$ cat config.mk
export PLATFORM = sky130hd
export DESIGN_NAME = crate_adc_readout_parser
export DESIGN_NICKNAME = d
export VERILOG_FILES = /design/src/hdl/crate_pkg.sv /design/src/hdl/crate_adc_readout_parser.sv
export SDC_FILE = /design/constraint.sdc
export NUM_CORES = 2
export LEC_CHECK = 0
export BUFFER_PORTS_ARGS = -buffer_cell sky130_fd_sc_hd__buf_4
export CORE_MARGIN = 3
export CORE_UTILIZATION = 30
export DETAILED_ROUTE_END_ITERATION = 6
export HOLD_SLACK_MARGIN = 0.05
export PLACE_DENSITY_LB_ADDON = 0.15
export SLEW_MARGIN = 20
export SYNTH_ARGS = -nofsm -noshare
export SYNTH_HDL_FRONTEND = slang
export SYNTH_SLANG_ARGS = --single-unit
$ cat constraint.sdc
create_clock -name i_clk -period 15.59 [get_ports i_clk]
set_input_delay 2.3385 -clock i_clk [delete_from_list [all_inputs] [get_ports i_clk]]
set_output_delay 2.3385 -clock i_clk [all_outputs]
set_load 0.02 [all_outputs]
$ cat src/hdl/crate_pkg.sv
package crate_pkg;

    localparam int SLOT_COUNT    = 32;
    localparam int CHANNEL_COUNT = 64;

    // Result queue between the decoder and the output port.
    localparam int MAX_RES    = 3;
    localparam int FIFO_DEPTH = 8;
    localparam int FIFO_AW    = $clog2(FIFO_DEPTH);
    localparam int FIFO_CW    = $clog2(FIFO_DEPTH + 1);
    localparam int RES_CW     = $clog2(MAX_RES + 1);

    localparam int CFG_IDX_W = 2;

    localparam logic [CFG_IDX_W-1:0] CFG_BEGIN_MASK    = 2'd0;
    localparam logic [CFG_IDX_W-1:0] CFG_BEGIN_PATTERN = 2'd1;
    localparam logic [CFG_IDX_W-1:0] CFG_ALIGN_WORD    = 2'd2;
    localparam logic [CFG_IDX_W-1:0] CFG_END_WORD      = 2'd3;

    localparam logic [31:0] RST_BEGIN_MASK    = 32'hFFFF_FF00;
    localparam logic [31:0] RST_BEGIN_PATTERN = 32'h0000_0000;
    localparam logic [31:0] RST_ALIGN_WORD    = 32'h0000_0000;
    localparam logic [31:0] RST_END_WORD      = 32'hFFFF_FFFF;

    localparam logic [1:0] KIND_SAMPLE  = 2'd0;
    localparam logic [1:0] KIND_SUMMARY = 2'd1;
    localparam logic [1:0] KIND_END     = 2'd2;

    localparam logic [2:0] ST_COUNT_DONE = 3'd0;
    localparam logic [2:0] ST_END_MARKER = 3'd1;
    localparam logic [2:0] ST_BUF_ENDED  = 3'd2;
    localparam logic [2:0] ST_SLOT_OVER  = 3'd3;
    localparam logic [2:0] ST_BAD_HEADER = 3'd4;
    localparam logic [2:0] ST_SHORT      = 3'd5;

    typedef enum logic [2:0] {
        PH_HDR,
        PH_BOARD,
        PH_ALIGNED,
        PH_DATA,
        PH_DONE
    } t_phase;

    typedef struct packed {
        logic [31:0] word;
        logic        last;
    } t_in;

    typedef struct packed {
        logic [1:0]  kind;
        logic [4:0]  slot;
        logic [5:0]  channel;
        logic [13:0] adc_value;
        logic [63:0] hit_mask;
        logic [6:0]  sample_count;
        logic [7:0]  board_total;
        logic [2:0]  status;
        logic        final_res;
    } t_out;

    function automatic t_out mk_sample(logic [4:0] slot, logic [5:0] ch, logic [13:0] val);
        t_out r;
        r           = '0;
        r.kind      = KIND_SAMPLE;
        r.slot      = slot;
        r.channel   = ch;
        r.adc_value = val;
        return r;
    endfunction

    function automatic t_out mk_summary(logic [4:0] slot, logic [63:0] mask, logic [6:0] cnt);
        t_out r;
        r              = '0;
        r.kind         = KIND_SUMMARY;
        r.slot         = slot;
        r.hit_mask     = mask;
        r.sample_count = cnt;
        return r;
    endfunction

    function automatic t_out mk_end(logic [7:0] total, logic [2:0] status);
        t_out r;
        r             = '0;
        r.kind        = KIND_END;
        r.board_total = total;
        r.status      = status;
        return r;
    endfunction

endpackage

$ cat src/hdl/crate_adc_readout_parser.sv
// Results are written into the result queue when their word is accepted. One word per
// cycle is decoded unless the input stalls; results leave the eight-entry queue one per
// cycle unless the output stalls, and the input stalls while fewer than three entries
// are free. A word causes at most three results (a sample, a board summary, a buffer end).
// Reset is synchronous and active low: the decoder returns to expecting a crate header,
// its counters and the result queue are cleared, and the registers take their reset values.
module crate_adc_readout_parser #(
    parameter int P_SLOT_COUNT    = crate_pkg::SLOT_COUNT,
    parameter int P_CHANNEL_COUNT = crate_pkg::CHANNEL_COUNT
) (
    input  logic                           i_clk,
    input  logic                           i_rst_n,
    input  logic                           i_cfg_we,
    input  logic [crate_pkg::CFG_IDX_W-1:0] i_cfg_idx,
    input  logic [31:0]                    i_cfg_data,
    input  logic                           i_in_valid,
    output logic                           o_in_stall,
    input  crate_pkg::t_in                 i_in,
    output logic                           o_out_valid,
    input  logic                           i_out_stall,
    output crate_pkg::t_out                o_out
);
    import crate_pkg::*;

    logic [31:0] r_begin_mask, r_begin_pattern, r_align_word, r_end_word;

    t_phase      r_phase, n_phase;
    logic [7:0]  r_boards_left, n_boards_left;
    logic [6:0]  r_bwl, n_bwl;
    logic [4:0]  r_slot, n_slot;
    logic [63:0] r_mask, n_mask;
    logic [6:0]  r_cnt, n_cnt;
    logic [7:0]  r_boards_done, n_boards_done;

    t_out              r_fifo [FIFO_DEPTH];
    logic [FIFO_AW-1:0] r_wr_ptr, r_rd_ptr;
    logic [FIFO_CW-1:0] r_count, n_count;

    t_out              res [MAX_RES];
    logic [RES_CW-1:0] res_cnt;

    logic        in_acc, pop, close_chk;
    logic [4:0]  w_slot;
    logic [5:0]  w_ch;
    logic [6:0]  w_len;

    assign in_acc = i_in_valid && !o_in_stall;
    assign pop    = o_out_valid && !i_out_stall;
    assign w_slot = i_in.word[31:27];
    assign w_ch   = i_in.word[22:17];
    assign w_len  = i_in.word[6:0];

    always_ff @(posedge i_clk) begin
        if (!i_rst_n) begin
            r_begin_mask    <= RST_BEGIN_MASK;
            r_begin_pattern <= RST_BEGIN_PATTERN;
            r_align_word    <= RST_ALIGN_WORD;
            r_end_word      <= RST_END_WORD;
        end else if (i_cfg_we) begin
            case (i_cfg_idx)
                CFG_BEGIN_MASK:    r_begin_mask    <= i_cfg_data;
                CFG_BEGIN_PATTERN: r_begin_pattern <= i_cfg_data;
                CFG_ALIGN_WORD:    r_align_word    <= i_cfg_data;
                CFG_END_WORD:      r_end_word      <= i_cfg_data;
                default:           ;
            endcase
        end
    end

    always_ff @(posedge i_clk) begin
        if (!i_rst_n) begin
            r_phase       <= PH_HDR;
            r_boards_left <= '0;
            r_bwl         <= '0;
            r_slot        <= '0;
            r_mask        <= '0;
            r_cnt         <= '0;
            r_boards_done <= '0;
        end else begin
            r_phase       <= n_phase;
            r_boards_left <= n_boards_left;
            r_bwl         <= n_bwl;
            r_slot        <= n_slot;
            r_mask        <= n_mask;
            r_cnt         <= n_cnt;
            r_boards_done <= n_boards_done;
        end
    end

    // Decode one word: next state and the list of results it causes.
    always_comb begin
        n_phase       = r_phase;
        n_boards_left = r_boards_left;
        n_bwl         = r_bwl;
        n_slot        = r_slot;
        n_mask        = r_mask;
        n_cnt         = r_cnt;
        n_boards_done = r_boards_done;
        close_chk     = 1'b0;
        res_cnt       = '0;
        for (int i = 0; i < MAX_RES; i++) begin
            res[i] = '0;
        end

        if (in_acc) begin
            case (r_phase)
                PH_HDR: begin
                    n_boards_done = '0;
                    if (i_in.last) begin
                        res[res_cnt] = mk_end(8'd0, ST_SHORT);
                        res_cnt      = res_cnt + 1'b1;
                        n_phase      = PH_HDR;
                    end else if ((i_in.word & r_begin_mask) != r_begin_pattern) begin
                        res[res_cnt] = mk_end(8'd0, ST_BAD_HEADER);
                        res_cnt      = res_cnt + 1'b1;
                        n_phase      = PH_DONE;
                    end else begin
                        n_boards_left = i_in.word[7:0];
                        if (i_in.word[7:0] == 8'd0) begin
                            res[res_cnt] = mk_end(8'd0, ST_COUNT_DONE);
                            res_cnt      = res_cnt + 1'b1;
                            n_phase      = PH_DONE;
                        end else begin
                            n_phase = PH_BOARD;
                        end
                    end
                end
                PH_BOARD, PH_ALIGNED: begin
                    if (r_phase == PH_BOARD && i_in.word == r_align_word) begin
                        if (i_in.last) begin
                            res[res_cnt] = mk_end(r_boards_done, ST_BUF_ENDED);
                            res_cnt      = res_cnt + 1'b1;
                            n_phase      = PH_HDR;
                        end else begin
                            n_phase = PH_ALIGNED;
                        end
                    end else if (i_in.word == r_end_word) begin
                        res[res_cnt] = mk_end(r_boards_done, ST_END_MARKER);
                        res_cnt      = res_cnt + 1'b1;
                        n_phase      = i_in.last ? PH_HDR : PH_DONE;
                    end else if ({1'b0, w_slot} >= 6'(P_SLOT_COUNT)) begin
                        res[res_cnt] = mk_end(r_boards_done, ST_SLOT_OVER);
                        res_cnt      = res_cnt + 1'b1;
                        n_phase      = i_in.last ? PH_HDR : PH_DONE;
                    end else begin
                        n_slot    = w_slot;
                        n_mask    = '0;
                        n_cnt     = '0;
                        n_bwl     = (w_len != 7'd0) ? w_len - 7'd1 : 7'd0;
                        close_chk = 1'b1;
                    end
                end
                PH_DATA: begin
                    if (w_slot == r_slot && {1'b0, w_ch} < 7'(P_CHANNEL_COUNT)) begin
                        res[res_cnt] = mk_sample(r_slot, w_ch, i_in.word[13:0]);
                        res_cnt      = res_cnt + 1'b1;
                        n_mask       = r_mask | (64'd1 << w_ch);
                        n_cnt        = r_cnt + 7'd1;
                    end
                    n_bwl     = r_bwl - 7'd1;
                    close_chk = 1'b1;
                end
                PH_DONE: begin
                    if (i_in.last) begin
                        n_phase = PH_HDR;
                    end
                end
                default: n_phase = PH_HDR;
            endcase

            // A board closes when its word count runs out or the buffer ends inside it.
            if (close_chk) begin
                if (n_bwl != 7'd0 && !i_in.last) begin
                    n_phase = PH_DATA;
                end else begin
                    res[res_cnt]  = mk_summary(n_slot, n_mask, n_cnt);
                    res_cnt       = res_cnt + 1'b1;
                    n_boards_done = r_boards_done + 8'd1;
                    n_boards_left = r_boards_left - 8'd1;
                    if (n_boards_left == 8'd0) begin
                        res[res_cnt] = mk_end(n_boards_done, ST_COUNT_DONE);
                        res_cnt      = res_cnt + 1'b1;
                        n_phase      = i_in.last ? PH_HDR : PH_DONE;
                    end else if (i_in.last) begin
                        res[res_cnt] = mk_end(n_boards_done, ST_BUF_ENDED);
                        res_cnt      = res_cnt + 1'b1;
                        n_phase      = PH_HDR;
                    end else begin
                        n_phase = PH_BOARD;
                    end
                end
            end

            if (res_cnt != '0) begin
                res[res_cnt - 1'b1].final_res = 1'b1;
            end
        end
    end

    // Result queue: up to three pushes and one pop per cycle.
    always_ff @(posedge i_clk) begin
        for (int i = 0; i < MAX_RES; i++) begin
            if (RES_CW'(i) < res_cnt) begin
                r_fifo[r_wr_ptr + FIFO_AW'(i)] <= res[i];
            end
        end
    end

    assign n_count = r_count + FIFO_CW'(res_cnt) - FIFO_CW'(pop);

    always_ff @(posedge i_clk) begin
        if (!i_rst_n) begin
            r_wr_ptr <= '0;
            r_rd_ptr <= '0;
            r_count  <= '0;
        end else begin
            r_wr_ptr <= r_wr_ptr + FIFO_AW'(res_cnt);
            r_rd_ptr <= r_rd_ptr + FIFO_AW'(pop);
            r_count  <= n_count;
        end
    end

    assign o_in_stall  = r_count > FIFO_CW'(FIFO_DEPTH - MAX_RES);
    assign o_out_valid = r_count != '0;
    assign o_out       = r_fifo[r_rd_ptr];

    a_fifo_bound: assert property (@(posedge i_clk) disable iff (!i_rst_n)
        r_count <= FIFO_CW'(FIFO_DEPTH))
        else $error("result queue overfilled");

    a_fifo_track: assert property (@(posedge i_clk) disable iff (!i_rst_n)
        !$past(!i_rst_n) |-> r_count == $past(n_count))
        else $error("result queue count lost track");

    a_done_silent: assert property (@(posedge i_clk) disable iff (!i_rst_n)
        r_phase == PH_DONE |-> res_cnt == '0)
        else $error("result produced while waiting for the last word");

    a_short_buf: assert property (@(posedge i_clk) disable iff (!i_rst_n)
        (in_acc && r_phase == PH_HDR && i_in.last)
            |-> (res_cnt == RES_CW'(1) && res[0].status == ST_SHORT) ##1 r_phase == PH_HDR)
        else $error("short buffer not reported as a single buffer end");

endmodule

Word level (Yosys, flattened, before mapping)

Memory sizes are Yosys's and may differ from the RTL's. A register that Yosys moved wholly into a read port is not among the register bits.
Cells that the tools add are included.

Reduce and logical (&&, ||, !) cells: 24
Bitwise logic cells: 5
Add/subtract/negate cells: 14
Muxes and demuxes: 92
Shift operators: 1
$lt $le $gt $ge: 10
Equal/unequal tests: 14

Operator list:

| kind                   | count |
|---|---|
| $mux W330              | 7 |
| $bwmux W330            | 4 |
| $mux W110              | 9 |
| $demux W110 S2         | 3 |
| $pmux W110 S3          | 1 |
| $mux W64               | 4 |
| $pmux W64 S2           | 1 |
| $mux W108              | 1 |
| $eq A32 B32 Y1         | 2 |
| $mux W8                | 8 |
| $or A64 B64 Y64        | 1 |
| $shl A1 B6 Y64 const A | 1 |
| $mux W7                | 8 |
| $mux W3                | 11 |
| $and A32 B32 Y32       | 1 |
| $ne A32 B32 Y1         | 1 |
| $pmux W7 S2            | 2 |
| $mux W5                | 4 |
| $mux W2                | 9 |
| $mux W1                | 17 |
| $logic_not A8 Y1       | 2 |
| $reduce_bool A7 Y1     | 2 |
| $sub A7 B1 Y7 const B  | 2 |
| $pmux W3 S4            | 1 |
| 37 further kinds       | 58 |

Logic and storage cells: 175
Memories: 1
Register bits after elaboration: 240
Bits of input ports: 72
RAM bits: 880
Output and inout bits: 112

Memory list:

| memory | words | width | rd ports | clocked after Yosys merged registers in | wr ports | line                           | source |
|---|---|---|---|---|---|---|---|
| r_fifo | 8     | 110   | 1        | 1                                       | 3        | crate_adc_readout_parser.sv:35 | `t_out r_fifo [FIFO_DEPTH];` |

Longest topological paths before layout

Depth after elaboration: 22
Depth in mapped cells: 23
Depth with buffers taken out: 19

Least setup slack after synthesis

Ideal clock, no wire load.

Path type: input -> register
Start point: input i_in[3] (netlist bit)
End point: memory r_fifo[2][0] (netlist bit), enable pin
Path slack: 3,955 ps
Arrival: 11,034 ps
Stages: 18
Library setup time: 601 ps
Required time: 14,989 ps
Path buffers: 4
Cell sequence: clkbuf_1 > xnor2_1 > nand4_1 > nor4_1 > nand2_1 > or3b_2 > clkbuf_1 > and3b_1 > nand2_1 > clkinv_1 > clkbuf_1 > ha_1 > and2_1 > nor3_1 > clkbuf_1 > nand2_1 > o211a_1 > o21bai_1

RTL lines:

| what            | line                           | source |
|---|---|---|
| start, declared | crate_adc_readout_parser.sv:18 | `input crate_pkg::t_in i_in,` |
| end, declared   | crate_adc_readout_parser.sv:35 |  |

==> run summary <==
worst r2r src: r_phase[2]
Fin Setup TNS: 0 ns
Critical Path AT: 10.00 ns
Worst setup EP type: flip-flop
delay-heaviest family, CP: simple AND/OR/NAND/NOR gates
Hold/Removal Path Class: flip-flop to flip-flop
RSZ-0062 raised after global routing: no
Synth Register Bits: 1120
Finished Cell Area: 58870 sq um
Cell Pwr Density: 143.2 nW/um^2
worst slew pin tran: 1.135 ns
Reg2Reg Setup Slack: 7.35 ns
worst path buffer plus inverter count: 5
IO Count: 184
DR iter-0 viols: 3000
Synth Flop Type: edfxtp_1
Critical Path RT: 15.95 ns
post-cts sizing count: 0
Hold Startpoint: r_begin_pattern[10]
Critical Path Sink: r_fifo[2][0]
Mean Syn Cell Area: 12.12 sq um
worst r2r path cells: 17
crit path time final: 9.642 ns
gpl congestion: 0.8646
Synth cell types: 81
CTS clk-pin slew, worst paths: 0.06 ns
largest net degree at the start of global routing: 101
synthesized cell area: 50880 sq um
fmax: 103.7 MHz
most frequent cells in the layout: nor2_1, edfxtp_1, nand2_1
Post-Syn Instances: 4199
peak supply drop: 0.0001144 V
Final nets: 4399
WL final: 168200 um
type of origin of the critical path: input pin
Final Worst Setup Slack: 5.948 ns
CP Depth: 18
CTS buffer count: 131
synthesized-area fraction occupied by adder cells: 0.005705
DRC Markers: 0
DR vias: 34230
area share of the largest cell type after synthesis: 0.5194
Hold Crit Depth: 2
DRT antenna net count: 0
overflow left after global routing: 0
vias per cell: 5.175
area leader, netlist: edfxtp_1
Worst Path Max Fanout: 50
initial antenna violation count: 2
worst r2r dst: r_fifo[2][0]
Starting Density: 0.3033
Rel. slew slack: 0.2402
root buf cell: clkbuf_16
H-tree depth: 4
register area share after synthesis: 0.6138
Yosys warning count: 0
EDFF count, synth: 880
Die Y: 417.8 um
max incr delay on CP: 0.87 ns
clk sinks: 1120
Total GRT Usage: 0.1909
Buffers on Ports: 183
CTS max path bufs: 3
share of cells above drive strength 1: 0.1971
Area contributors post-synth: edfxtp_1, mux4_2, dfxtp_1
most common cell after layout, fill and taps aside: nor2_1
Hold Buf Count CTS: 0
pre-CTS WS: 5.185 ns
Synth Net Count: 4293
placed cell area: 54630 sq um
die width: 417.8 um
DP HPWL: 104400 um
Compound-Gate Fraction of Synth Area: 0.07136
crit path launch: i_in[21]
CTS tree: built
xor/xnor share of the synthesized area: 0.01549
Post-synth ARST share: 0
die area: 174600 sq um
MaxCap Viol Count: 0
slowest stage cell, crit path: nand2_1
postcts setup bufs: 0
final setup vio count: 0
WL/cell: 25.43 um
Slew Viols, Final: 0
CP cell instances: buf_4 > xnor2_1 > nand4_1 > nor4_1 > nand2_1 > or3b_2 > and3b_1 > nand2_1 > clkinv_1 > ha_1 > and2_1 > nor3_2 > buf_4 > nand4_1 > nand2_1 > o21bai_4 > buf_4 > buf_4
Pleak: 0.01830 uW
Worst Skew: 0.04717 ns
Core Area: 167800 sq um
largest family of logic cells by synthesized area: simple AND/OR/NAND/NOR gates
area delta synth->final: 15.70%
status: complete, no violations
Worst-Skew Late Latency: 0.77 ns
most frequent CP cell: buf_4
Rows: 150
first-pass GRT wire length: 245900 um
Post-Synth Simple-Gate Area: 0.1439
number of global-route vias before repair: 34360
post-layout util: 0.3509
Fin. Hold Viols: 0
post-synthesis mux area share: 0.1241
period utilization: 0.6185
crit path kind: input pin to flip-flop
DR pass1 iterations: 5
-- layer usage --
metal  vias to the layer above  share of wire  GRT usage
met3                       225          0.045    0.02746
met1                     17480           0.44     0.2573
li1                      15540              -          -
met5                         -              0          0
met2                       984           0.49     0.3219
met4                         0          0.024    0.05047
-- per-stage QoR --
step	instances	power (uW)	hold slack, ns
6_report	6615	8427	0.4639
3_3_place_gp	6376	5524	0.4489
2_1_floorplan	4199	4731	0.4372
5_1_grt	6613	8769	0.4836
4_1_cts	6613	8576	0.4666
3_5_place_dp	6376	5519	0.4563
-- report_power, final --
| part | internal [uW] | switching [uW] |
|---|---|---|
| logic | 768 | 1120 |
| registers | 3410 | 94.1 |
| clock network | 1750 | 1290 |
| total | 5920 | 2500 |
-- registers in the layout, summed over array words and instances, names as in the netlist --
name,flops
r_align_word,32
r_begin_mask,32
r_begin_pattern,32
r_boards_done,8
r_boards_left,8
r_bwl,7
r_cnt,7
r_count,4
r_end_word,32
r_fifo,880
r_mask,64
r_phase,3
r_rd_ptr,3
r_slot,5
r_wr_ptr,3
-- worst min path at each step --
| stage | to | slack [ns] |
|---|---|---|
| 4_1_cts | r_begin_pattern[20] | 0.47 |
| 6_report | r_begin_pattern[10] | 0.46 |
| 3_3_place_gp | r_mask[32] | 0.45 |
| 3_5_place_dp | r_mask[32] | 0.46 |
| 2_1_floorplan | r_mask[32] | 0.44 |
| 5_1_grt | r_begin_pattern[18] | 0.48 |
-- cells in the mapped netlist (all sizes together) (5+ instances only) --
cell type and n:
o211ai 13, a22o 17, a21o 35, dfxtp 240
a21oi 217, o31ai 12, a32o 5, a31oi 5
mux2 112, nand2 479, nor2b 8, o221ai 11
and3 28, edfxtp 880, mux2i 10, and3b 11
o22ai 9, mux4 220, clkbuf 178, or3 11
nor2 933, and2 10, xnor2 81, nor3 42
a21boi 18, a2111oi 5, nor3b 7, or2 6
nand4 42, a211oi 31, nand2b 11, ha 20
o22a 8, xor2 9, inv 22, buf 112
nor4 12, a22oi 24, o21ai 116, nand3 139
-- layout make-up --
type                            count  area (sq um)
Antenna cell                        2         5.005
Inverter                           23         88.84
Timing Repair Buffer              263          1987
Tap cell                         2204          2758
Clock inverter                     73         750.7
Sequential cell                  1120         31240
Multi-Input combinational cell   2766         18570
Fill cell                       16570        108900
Clock buffer                      164          3475
-- worst register-to-register path: stages (launching register included) --
cell,delay (ns)
dfxtp_1,0.49
nor3b_1,0.56
nand2_1,0.10
nor4_1,0.34
nand3_1,0.37
a21o_1,0.28
and3b_1,0.20
nand2_1,0.44
clkinv_1,0.68
ha_1,0.41
and2_1,0.16
nor3_2,0.10
buf_4,0.27
nand4_1,0.39
nand2_1,0.87
o21bai_4,0.52
buf_4,0.76
buf_4,0.91
-- cell families (layout without fill, tap and decap cells) --
family | after synthesis | in the layout
buffers and inverters | 313 | 523
AND/OR/NAND/NOR | 1752 | 1752
other | 0 | 2
adder cells (fa/ha/maj) | 22 | 22
flip-flops | 1120 | 1120
AO/OA/AOI/OAI | 560 | 560
multiplexers | 342 | 342
XOR/XNOR | 90 | 90
(Power assumes the default switching activity.)
